$ cat src/rtl/page_locality_distance_counter_top_defines.svh
// Assertion macros used by the page locality counter top level.
`ifndef PAGE_LOCALITY_DISTANCE_COUNTER_TOP_DEFINES_SVH
`define PAGE_LOCALITY_DISTANCE_COUNTER_TOP_DEFINES_SVH

// Plain property check on clk, muted while rst_n is low.
`define PLDC_ASSERT(lbl, prop, msg) \
  lbl: assert property (@(posedge clk) disable iff (!rst_n) (prop)) else $error(msg);

// Overlapping implication check on clk, muted while rst_n is low.
`define PLDC_ASSERT_IMP(lbl, ante, cons, msg) \
  lbl: assert property (@(posedge clk) disable iff (!rst_n) (ante) |-> (cons)) else $error(msg);

// Next-cycle implication check on clk, muted while rst_n is low.
`define PLDC_ASSERT_NXT(lbl, ante, cons, msg) \
  lbl: assert property (@(posedge clk) disable iff (!rst_n) (ante) |=> (cons)) else $error(msg);

`endif

$ cat src/rtl/pldc_pkg.sv
// Types and constants for the page locality distance counter.
package pldc_pkg;

  typedef enum logic [1:0] {
    REQ_SAMPLE = 2'd0,
    REQ_READ   = 2'd1,
    REQ_CLEAR  = 2'd2
  } req_type_t;

  // Configuration register indexes.
  localparam logic CFG_PAGE_SHIFT = 1'b0;
  localparam logic CFG_HIST_DEPTH = 1'b1;

  localparam logic [4:0] PAGE_SHIFT_RST = 5'd12;
  localparam logic [3:0] HIST_DEPTH_RST = 4'd8;

  localparam int ADDR_W  = 32;
  localparam int IDX_W   = 4;
  localparam int MASK_W  = 16;
  localparam int OUT_W   = 32;

  // State update strobes for one beat leaving the input stage.
  typedef struct packed {
    logic sample;
    logic clear;
  } upd_t;

endpackage

$ cat src/rtl/pldc_history.sv
// Page history shift line with per-slot match compare.
module pldc_history #(
  parameter int SLOTS = 16,
  parameter int DEPW  = 4
) (
  input  logic                       clk,
  input  logic                       rst_n,
  input  pldc_pkg::upd_t             upd,
  input  logic [pldc_pkg::ADDR_W-1:0] page,
  input  logic [DEPW-1:0]            depth,
  output logic [SLOTS-1:0]           hit
);

  logic [pldc_pkg::ADDR_W-1:0] hist_r   [SLOTS];
  logic [pldc_pkg::ADDR_W-1:0] hist_nxt [SLOTS];

  always_comb begin
    hist_nxt = hist_r;
    hit      = '0;
    if (upd.clear) begin
      hist_nxt = '{default: '0};
    end else if (upd.sample) begin
      hist_nxt[0] = page;
      // slots below the active depth shift up and compare in parallel
      for (int i = 1; i < SLOTS; i++) begin
        if (i < int'(depth)) begin
          hist_nxt[i] = hist_r[i-1];
          hit[i]      = (hist_r[i-1] == page);
        end
      end
    end
  end

  always_ff @(posedge clk) begin
    if (!rst_n) begin
      hist_r <= '{default: '0};
    end else begin
      hist_r <= hist_nxt;
    end
  end

endmodule

$ cat src/rtl/pldc_counters.sv
// Saturating hit counters, sample counter and counter readout.
module pldc_counters #(
  parameter int SLOTS = 16,
  parameter int CNT_W = 32
) (
  input  logic                        clk,
  input  logic                        rst_n,
  input  pldc_pkg::upd_t              upd,
  input  logic [SLOTS-1:0]            hit,
  input  logic [pldc_pkg::IDX_W-1:0]  rd_idx,
  output logic [pldc_pkg::OUT_W-1:0]  rd_value,
  output logic [pldc_pkg::OUT_W-1:0]  total_nxt
);

  localparam int IW = (SLOTS > 1) ? $clog2(SLOTS) : 1;

  logic [CNT_W-1:0] cnt_r   [SLOTS];
  logic [CNT_W-1:0] cnt_nxt [SLOTS];
  logic [CNT_W-1:0] smp_r;
  logic [CNT_W-1:0] smp_nxt;
  logic [IW-1:0]    rd_sel;

  always_comb begin
    cnt_nxt = cnt_r;
    smp_nxt = smp_r;
    if (upd.clear) begin
      cnt_nxt = '{default: '0};
      smp_nxt = '0;
    end else if (upd.sample) begin
      for (int i = 0; i < SLOTS; i++) begin
        if (hit[i] && (cnt_r[i] != '1)) begin
          cnt_nxt[i] = cnt_r[i] + CNT_W'(1);
        end
      end
      if (smp_r != '1) begin
        smp_nxt = smp_r + CNT_W'(1);
      end
    end
  end

  assign total_nxt = pldc_pkg::OUT_W'(smp_nxt);
  assign rd_sel    = IW'(rd_idx);

  always_comb begin
    rd_value = '0;
    if (32'(rd_idx) < 32'(SLOTS)) begin
      rd_value = pldc_pkg::OUT_W'(cnt_r[rd_sel]);
    end
  end

  always_ff @(posedge clk) begin
    if (!rst_n) begin
      cnt_r <= '{default: '0};
      smp_r <= '0;
    end else begin
      cnt_r <= cnt_nxt;
      smp_r <= smp_nxt;
    end
  end

endmodule

$ cat src/rtl/page_locality_distance_counter_top.sv
// An input beat reaches its result beat through the input register and then the result register.
// Throughput: one item per cycle while out_tready allows; history shift, slot compares and
// counter updates are done in one pass between the input register and the result register.
// A full result register with out_tready low back-pressures one more beat into the input stage.
// Reset (rst_n low, synchronous) clears history, hit counters, sample counter and both
// pipeline valids, and loads page_shift = 12 and history_depth = 8.
`include "page_locality_distance_counter_top_defines.svh"

module page_locality_distance_counter_top #(
  parameter int HISTORY_SLOTS = 16,
  parameter int COUNT_BITS    = 32
) (
  input  logic        clk,
  input  logic        rst_n,
  // config write port
  input  logic        cfg_we,
  input  logic        cfg_index,
  input  logic [4:0]  cfg_wdata,
  // input stream
  input  logic        in_tvalid,
  output logic        in_tready,
  input  logic [39:0] in_tdata,   // [31:0] address, [35:32] distance_index, [39:36] zero
  input  logic [1:0]  in_tuser,   // [1:0] req_type
  // result stream
  output logic        out_tvalid,
  input  logic        out_tready,
  output logic [87:0] out_tdata   // [15:0] hit_mask, [16] sample_taken,
                                  // [48:17] counter_value, [80:49] total_samples, [87:81] zero
);

  localparam int DEPW = (HISTORY_SLOTS > 1) ? $clog2(HISTORY_SLOTS) : 1;

  // config registers
  logic [4:0] page_shift_r;
  logic [3:0] hist_depth_r;

  always_ff @(posedge clk) begin
    if (!rst_n) begin
      page_shift_r <= pldc_pkg::PAGE_SHIFT_RST;
      hist_depth_r <= pldc_pkg::HIST_DEPTH_RST;
    end else if (cfg_we) begin
      case (cfg_index)
        pldc_pkg::CFG_PAGE_SHIFT: page_shift_r <= cfg_wdata;
        pldc_pkg::CFG_HIST_DEPTH: hist_depth_r <= cfg_wdata[3:0];
        default: ;
      endcase
    end
  end

  // input stage
  logic                          s1_valid_r;
  logic [1:0]                    s1_type_r;
  logic [pldc_pkg::ADDR_W-1:0]   s1_addr_r;
  logic [pldc_pkg::IDX_W-1:0]    s1_idx_r;

  // result stage
  logic                          out_valid_r;
  logic [pldc_pkg::MASK_W-1:0]   mask_r;
  logic                          taken_r;
  logic [pldc_pkg::OUT_W-1:0]    value_r;
  logic [pldc_pkg::OUT_W-1:0]    total_r;

  logic                          s2_ready;
  logic                          fire;
  logic                          in_acc;
  logic                          is_sample_ok;
  logic                          is_read;
  pldc_pkg::upd_t                upd;
  logic [pldc_pkg::ADDR_W-1:0]   page;
  logic [DEPW-1:0]               depth_eff;
  logic [HISTORY_SLOTS-1:0]      hit;
  logic [pldc_pkg::OUT_W-1:0]    rd_value;
  logic [pldc_pkg::OUT_W-1:0]    total_nxt;

  assign s2_ready  = !out_valid_r || out_tready;
  assign fire      = s1_valid_r && s2_ready;
  assign in_tready = !s1_valid_r || s2_ready;
  assign in_acc    = in_tvalid && in_tready;

  always_ff @(posedge clk) begin
    if (!rst_n) begin
      s1_valid_r <= 1'b0;
    end else if (in_acc) begin
      s1_valid_r <= 1'b1;
    end else if (fire) begin
      s1_valid_r <= 1'b0;
    end
  end

  always_ff @(posedge clk) begin
    if (in_acc) begin
      s1_type_r <= in_tuser;
      s1_addr_r <= in_tdata[31:0];
      s1_idx_r  <= in_tdata[35:32];
    end
  end

  // zero addresses and the upper half of the space are not sampled
  always_comb begin
    is_sample_ok = 1'b0;
    is_read      = 1'b0;
    upd          = '0;
    case (pldc_pkg::req_type_t'(s1_type_r))
      pldc_pkg::REQ_SAMPLE: begin
        is_sample_ok = (s1_addr_r != '0) && !s1_addr_r[pldc_pkg::ADDR_W-1];
        upd.sample   = fire && is_sample_ok;
      end
      pldc_pkg::REQ_READ: begin
        is_read = 1'b1;
      end
      pldc_pkg::REQ_CLEAR: begin
        upd.clear = fire;
      end
      default: ;
    endcase
  end

  assign page = s1_addr_r >> page_shift_r;

  always_comb begin
    if (32'(hist_depth_r) > 32'(HISTORY_SLOTS - 1)) begin
      depth_eff = DEPW'(HISTORY_SLOTS - 1);
    end else begin
      depth_eff = DEPW'(hist_depth_r);
    end
  end

  pldc_history #(
    .SLOTS (HISTORY_SLOTS),
    .DEPW  (DEPW)
  ) u_history (
    .clk   (clk),
    .rst_n (rst_n),
    .upd   (upd),
    .page  (page),
    .depth (depth_eff),
    .hit   (hit)
  );

  pldc_counters #(
    .SLOTS (HISTORY_SLOTS),
    .CNT_W (COUNT_BITS)
  ) u_counters (
    .clk       (clk),
    .rst_n     (rst_n),
    .upd       (upd),
    .hit       (hit),
    .rd_idx    (s1_idx_r),
    .rd_value  (rd_value),
    .total_nxt (total_nxt)
  );

  always_ff @(posedge clk) begin
    if (!rst_n) begin
      out_valid_r <= 1'b0;
    end else if (fire) begin
      out_valid_r <= 1'b1;
    end else if (out_tready) begin
      out_valid_r <= 1'b0;
    end
  end

  always_ff @(posedge clk) begin
    if (fire) begin
      mask_r  <= pldc_pkg::MASK_W'(hit);
      taken_r <= upd.sample;
      value_r <= is_read ? rd_value : '0;
      total_r <= total_nxt;
    end
  end

  assign out_tvalid = out_valid_r;
  assign out_tdata  = {7'd0, total_r, value_r, taken_r, mask_r};

  `PLDC_ASSERT_IMP(a_taken_counts, out_valid_r && taken_r, total_r != '0, "sample taken with zero sample count")
  `PLDC_ASSERT_IMP(a_mask_needs_sample, out_valid_r && (mask_r != '0), taken_r, "hit mask set without a sample")
  `PLDC_ASSERT_IMP(a_slot0_no_hit, out_valid_r, !mask_r[0], "slot 0 reported a hit")
  `PLDC_ASSERT_NXT(a_clear_zeroes, upd.clear, (total_r == '0) && (mask_r == '0), "clear left counts")
  `PLDC_ASSERT_IMP(a_stall_blocks, s1_valid_r && out_valid_r && !out_tready, !in_tready, "input taken while both stages full")

endmodule

$ cat config.mk
export PLATFORM = sky130hd
export DESIGN_NAME = page_locality_distance_counter_top
export DESIGN_NICKNAME = d
export VERILOG_FILES = /design/src/rtl/pldc_pkg.sv /design/src/rtl/pldc_history.sv /design/src/rtl/pldc_counters.sv /design/src/rtl/page_locality_distance_counter_top.sv
export VERILOG_INCLUDE_DIRS = /design/src /design/src/rtl
export SDC_FILE = /design/constraint.sdc
export NUM_CORES = 2
export LEC_CHECK = 0
export ABC_AREA = 1
export BUFFER_PORTS_ARGS = -buffer_cell sky130_fd_sc_hd__buf_2
export CAP_MARGIN = 5
export CORE_AREA = 5 5 415 417
export DETAILED_ROUTE_END_ITERATION = 8
export DIE_AREA = 0 0 420 422
export GPL_ROUTABILITY_DRIVEN = 0
export HOLD_SLACK_MARGIN = 0.15
export PLACE_DENSITY_LB_ADDON = 0.12
export SETUP_SLACK_MARGIN = 0.02
export SYNTH_ARGS = -nofsm -noshare
export SYNTH_HDL_FRONTEND = slang
export SYNTH_HIERARCHICAL = 1
export SYNTH_SLANG_ARGS = --single-unit
$ cat constraint.sdc
create_clock -name clk -period 6.3 [get_ports clk]
set_clock_uncertainty 0.15 [all_clocks]
set_input_delay 0.945 -clock clk [delete_from_list [all_inputs] [get_ports clk]]
set_output_delay 0.945 -clock clk [all_outputs]
set_load 0.05 [all_outputs]
Yosys cells after proc, flatten, opt, wreduce, memory -nomap -nowiden
Cells that the tools add are included.
{ "totals": {"reg_bits": 1056, "input_bits": 53, "word_cells": 191} }
{ "op_classes": {"n_addsub": 15, "order_cmp": 15, "n_eq_ne": 31, "shift": 1, "mux": 29, "bitwise_logic": 3, "reduce_logical": 57} }
{ "op_table": {"columns": ["operator", "count"], "rows": [
  ["adder 32 x 1 -> 32 bit (second input constant)", 15],
  ["inequality test 32 bit (second input constant)", 15],
  ["equality test 32 bit", 14],
  ["2-to-1 mux 32 bit", 5],
  ["binary-select mux 32 bit (select 4 bit)", 1],
  ["AND reduction 2 bit", 29],
  ["nonzero test 32 bit", 1],
  [">> shifter 32 x 5 -> 32 bit", 1],
  ["< comparator 4 bit (first input constant)", 7],
  ["2-to-1 mux 14 bit", 2],
  ["2-to-1 mux 1 bit", 21],
  ["logical AND 1 bit", 18],
  ["< comparator 3 x 4 -> 1 bit (first input constant)", 4],
  ["< comparator 2 x 4 -> 1 bit (first input constant)", 2],
  ["greater-or-equal comparator 5 bit (second input constant)", 1],
  ["NOT 4 -> 5 bit", 1],
  ["< comparator 1 x 4 -> 1 bit (first input constant)", 1],
  ["nonzero test 2 bit", 2],
  ["logical NOT 1 bit", 3],
  ["equality test 2 x 1 -> 1 bit (second input constant)", 1],
  ["equality test 2 bit (second input constant)", 1],
  ["logical NOT 2 bit", 1],
  ["logical OR 1 bit", 2],
  ["NOT 1 bit", 2],
  ["OR reduction 2 bit", 1]
]} }

Logic depth before layout (Yosys ltp)
{ "logic_depth": {"word_depth": 9, "ltp_mapped": 28, "ltp_nobuf": 25} }

Cells and area by module
The synthesis kept the hierarchy.
{ "modules_own_cells": {"columns": ["mod", "instances", "cells_per_inst", "area_per_inst_um2"], "rows": [
  ["pldc_counters", 1, 6626, 38743.4],
  ["pldc_history", 1, 3397, 21989.8],
  ["page_locality_distance_counter_top", 1, 623, 5990.7]
]} }

Least setup slack after synthesis
OpenSTA, ideal clock, no wires.
{ "synth_timing": {"path_type": "input -> register", "startpoint": "input out_tready", "endpoint": "register u_counters/cnt_r[207] in the netlist's numbering", "setup_time_ps": 70, "t_arrival_ps": 4932, "setup_slack_ps": 1147, "stages": 21, "path_buffers": 3, "path_cell_list": "inv_1 nand2_1 nand2_1 inv_1 nand2_1 nor2_1 nand2_1 buf_4 nor2_1 buf_2 nand3_1 nor2_1 nand3_1 nor2_1 nand2_1 clkinv_1 nand2_4 inv_2 buf_2 nand2_1 a21oi_1"} }
{ "synth_rtl": {"columns": ["element", "line", "rtl"], "rows": [
  ["from (decl)", "page_locality_distance_counter_top.sv:26", "input logic out_tready,"],
  ["to (signal assigned)", "pldc_counters.sv:56", "cnt_r <= cnt_nxt;"],
  ["to (decl)", "pldc_counters.sv:17", "logic [CNT_W-1:0] cnt_r [SLOTS];"]
]} }

Final worst setup path
{ "layout_timing": {"startpoint": "register page_shift_r[2]", "endpoint": "register u_counters/cnt_r[113] in the netlist's numbering"} }
{ "layout_between": {"elab_chain_cells": 7} }
{ "layout_lines": {"columns": ["element", "line", "rtl"], "rows": [
  ["from (decl)", "page_locality_distance_counter_top.sv:34", "logic [4:0] page_shift_r;"],
  ["from (signal assigned)", "page_locality_distance_counter_top.sv:39", "page_shift_r <= pldc_pkg::PAGE_SHIFT_RST;"],
  ["from (signal assigned)", "page_locality_distance_counter_top.sv:43", "pldc_pkg::CFG_PAGE_SHIFT: page_shift_r <= cfg_wdata;"],
  [">> shifter 32 x 5 -> 32 bit", "page_locality_distance_counter_top.sv:118", "assign page = s1_addr_r >> page_shift_r;"],
  ["via page (one bit)", "page_locality_distance_counter_top.sv:69", "logic [pldc_pkg::ADDR_W-1:0] page;"],
  ["equality test 32 bit", "pldc_history.sv:28", "hit[i] = (hist_r[i-1] == page);"],
  ["2-to-1 mux 1 bit", "pldc_history.sv:26", "if (i < int'(depth)) begin"],
  ["2-to-1 mux 14 bit", "pldc_history.sv:22", "end else if (upd.sample) begin"],
  ["2-to-1 mux 14 bit", "pldc_history.sv:20", "if (upd.clear) begin"],
  ["via hit[12]", "page_locality_distance_counter_top.sv:71", "logic [HISTORY_SLOTS-1:0] hit;"],
  ["logical AND 1 bit", "pldc_counters.sv:31", "if (hit[i] && (cnt_r[i] != '1)) begin"],
  ["AND reduction 2 bit (no line)", null, null]
]} }
The timed path passes the listed nets, and every way through them passes these cells.
A chain may end at the register's enable or synchronous reset.

==> reports/results.txt <==
status = finished with violations
failing checks = slew limit
most common cell after layout, fill and taps aside = nand2_1
Ports = 143
largest net degree at the start of global routing = 216
DRT antenna net count = 0
clock-pin slew on the worst setup and hold paths = 0.06 ns
Max-Cap Viols = 0
DIE HEIGHT = 422 um
synth warn = 6
worst hold path depth = 3
syn_area_per_cell = 6.268 um^2
share of post-route cells with drive strength above 1 = 6.156%
initial antenna violation count = 3
Total Wirelength = 255.8 mm
Critical Path AT = 6.19 ns
Final WS setup = 0.5954 ns
number of global-route vias before repair = 62,310
fin area = 73,820 um^2
clk sink count = 1,122
Final TNS setup = 0 ns
dpl cell area = 68,860 um^2
commonest non-fill, non-tap cells in the layout = nand2_1, nor2_1, dfxtp_1
placed cells = 12,630
R2R depth = 22
Multi-input gate area = 37,170 um^2
post-synth cell types = 58
Initial Util = 39.64%
Pwr per Cell Area = 242.0 nW/um^2
Register Area = 23,650 um^2
worst skew pair latency = 0.79 ns
CTS tree = built
Worst Path Required = 6.78 ns
reg-to-reg endpoint = u_counters/cnt_r[113]
FMAX = 0.1753 GHz
DR iter-0 viols = 7,496
Hold Violations, Final = 0
Seq cells post-synth = 1,122
Max Root-Sink Buffers = 3
via count = 69,000
Pleak = 27.04 nW
Final nets = 10,650
FILL cells = 17,930
Setup crit end kind = register
total design power = 0.01787 W
post-route clock period utilization = 90.55%
RSZ-0062 raised after global routing = no
Finish-stage setup viols = 0
final cell count without fillers = 12,910
area grow syn2layout = 10.64%
Core Region = 168,300 um^2
reg2reg start = page_shift_r[2]
vias per std cell = 5.345
gr ovfl total = 0
Critical path destination = u_counters/cnt_r[113]
Slew HR = -48.70%
Post-DP HPWL = 182.8 mm
Detailed Routing Iterations Pass 1 = 6
Worst R2R Setup Slack = 0.60 ns
register area share after synthesis = 35.45%
first-pass GRT wire length = 382.2 mm
Die Footprint = 177,200 um^2
pre-CTS setup slack = 0.7676 ns
DRC viols = 0
Routed wire per std cell = 19.81 um
buffers added on ports = 131
Root Buffer = clkbuf_16
crit path time final = 5.705 ns
Syn Inst Count = 10,650
Setup crit start = page_shift_r[2]
Worst-Margin Slew = 2.222 ns
VDD IR max = 179.4 uV
Min-Delay Path Class = primary input to register
Die X = 420 um
CTS HTree Levels = 4
Cell Rows = 151
final slew viol count = 33
CTS buffer count = 137
area of the mapped netlist = 66,720 um^2
Setup Buffers After CTS = 0
kind of critical path = register to register
Critical Path Source Type = register
GRT Total Usage = 27.73%
critical path fanouts, max = 33
-- Yosys cell counts, drive strengths merged --
cell type     n  share of area, %
o21bai       12              0.14
buf         217               2.1
o211ai       20              0.23
a211oi       10              0.11
nand3       520               4.0
and2          7             0.066
o21ai       899               6.8
edfxtp      119               5.4
nor4          5             0.047
ha           17              0.32
nand2      3412                19
xnor2       131               1.7
and3          6             0.056
o221ai       55              0.72
nor3        180               1.4
xor2        231               3.0
nor3b         1             0.011
conb          2             0.011
clkbuf      288               1.6
a21oi       999               7.6
nand4        83              0.80
o22ai        15              0.14
dfxtp      1003                30
nand2b        1            0.0094
o21a          2             0.022
or2           7             0.066
a21boi        5             0.056
nand3b       39              0.44
nor2       1425               8.2
clkinv       20              0.11
inv         914               5.2
mux2i         1             0.015
-- through the flow --
stage	util, %	hold slack [ns]
CTS	43.85	0.1908
detailed placement	40.90	0.3133
floorplan	-	0.2867
finish	43.85	0.2561
global route	43.85	0.2322
global placement	40.90	0.3021
-- registers in the layout (all words and copies together) (netlist names) --
signal            flops
value_r              32
page_shift_r          5
out_tvalid            1
u_counters/cnt_r    512
s1_type_r             2
total_r              32
s1_valid_r            1
mask_r               16
taken_r               1
s1_addr_r            32
u_history/hist_r    448
u_counters/smp_r     32
s1_idx_r              4
depth_eff             4
-- worst min-delay path by stage --
| stage | start | end | slack [ns] |
|---|---|---|---|
| 3_3_place_gp | u_counters/cnt_r[31] | u_counters/cnt_r[31] | 0.30 |
| 5_1_grt | cfg_wdata[3] | page_shift_r[3] | 0.23 |
| 2_1_floorplan | u_counters/cnt_r[346] | u_counters/cnt_r[346] | 0.29 |
| 4_1_cts | cfg_wdata[3] | depth_eff[3] | 0.19 |
| 3_5_place_dp | u_history/hist_r[70] | u_history/hist_r[70] | 0.31 |
| 6_report | cfg_wdata[3] | depth_eff[3] | 0.26 |
-- power by group --
part	switching, W	total (W)	leakage [nW]	internal (W)
clock	0.00333	0.00813	2.25	0.00481
sequential	0.0000698	0.00738	9.22	0.00731
combinational	0.00177	0.00235	15.6	0.000580
-- final cells by class --
type | instances | area share [%]
inverters | 934 | 4.786
clock buffers | 206 | 5.688
multi-input cells | 8092 | 50.34
clock inverters | 38 | 0.5169
well taps | 2218 | 3.759
flip-flops and latches | 1122 | 32.04
diodes | 2 | 0.006780
repair buffers | 297 | 2.858
-- per-layer routing --
layer,share of wire (%),vias to the layer above,wire length (um),global-route usage [%]
met4,4.0,2,10320,10.39
li1,-,33990,-,-
met1,44,31950,112300,38.20
met3,8.4,467,21400,5.277
met5,0.0051,-,13,0
met2,44,2586,111700,43.03
-- critical path, stage by stage (launching register included) --
cell,delay [ns]
dfxtp_1,0.30
buf_4,0.24
inv_1,0.82
nand3_1,0.23
nand3_1,0.19
nand3_1,0.15
nand2_1,0.16
clkinv_1,0.66
buf_4,0.47
nand2_1,0.07
o21ai_0,0.08
nor2_1,0.12
nand2_1,0.05
nor2_1,0.12
nand3_1,0.11
nor2_1,0.30
nand2_1,0.11
clkinv_1,0.21
nand2_4,0.24
inv_2,0.47
nand3_1,0.13
nand2_1,0.09
nor2_1,0.04
-- timing repair --
item / 4_1_cts / 5_1_grt
gates resized for setup: 0 / 0
hold endpoints to repair: 38 / 0
setup endpoints to repair: 0 / 0
hold buffers: 38 / 0
-- cell families after synthesis --
logic type / after synthesis / share of synthesized area [%]
flops: 1122 / 35.45
compound gates: 2017 / 15.80
other cells: 2 / 0.01126
simple gates: 5686 / 34.63
buf+inv: 1439 / 9.023
fa+ha+maj: 17 / 0.3188
mux: 1 / 0.01500
xor+xnor: 362 / 4.752
Power figures use the tool's default switching activity.
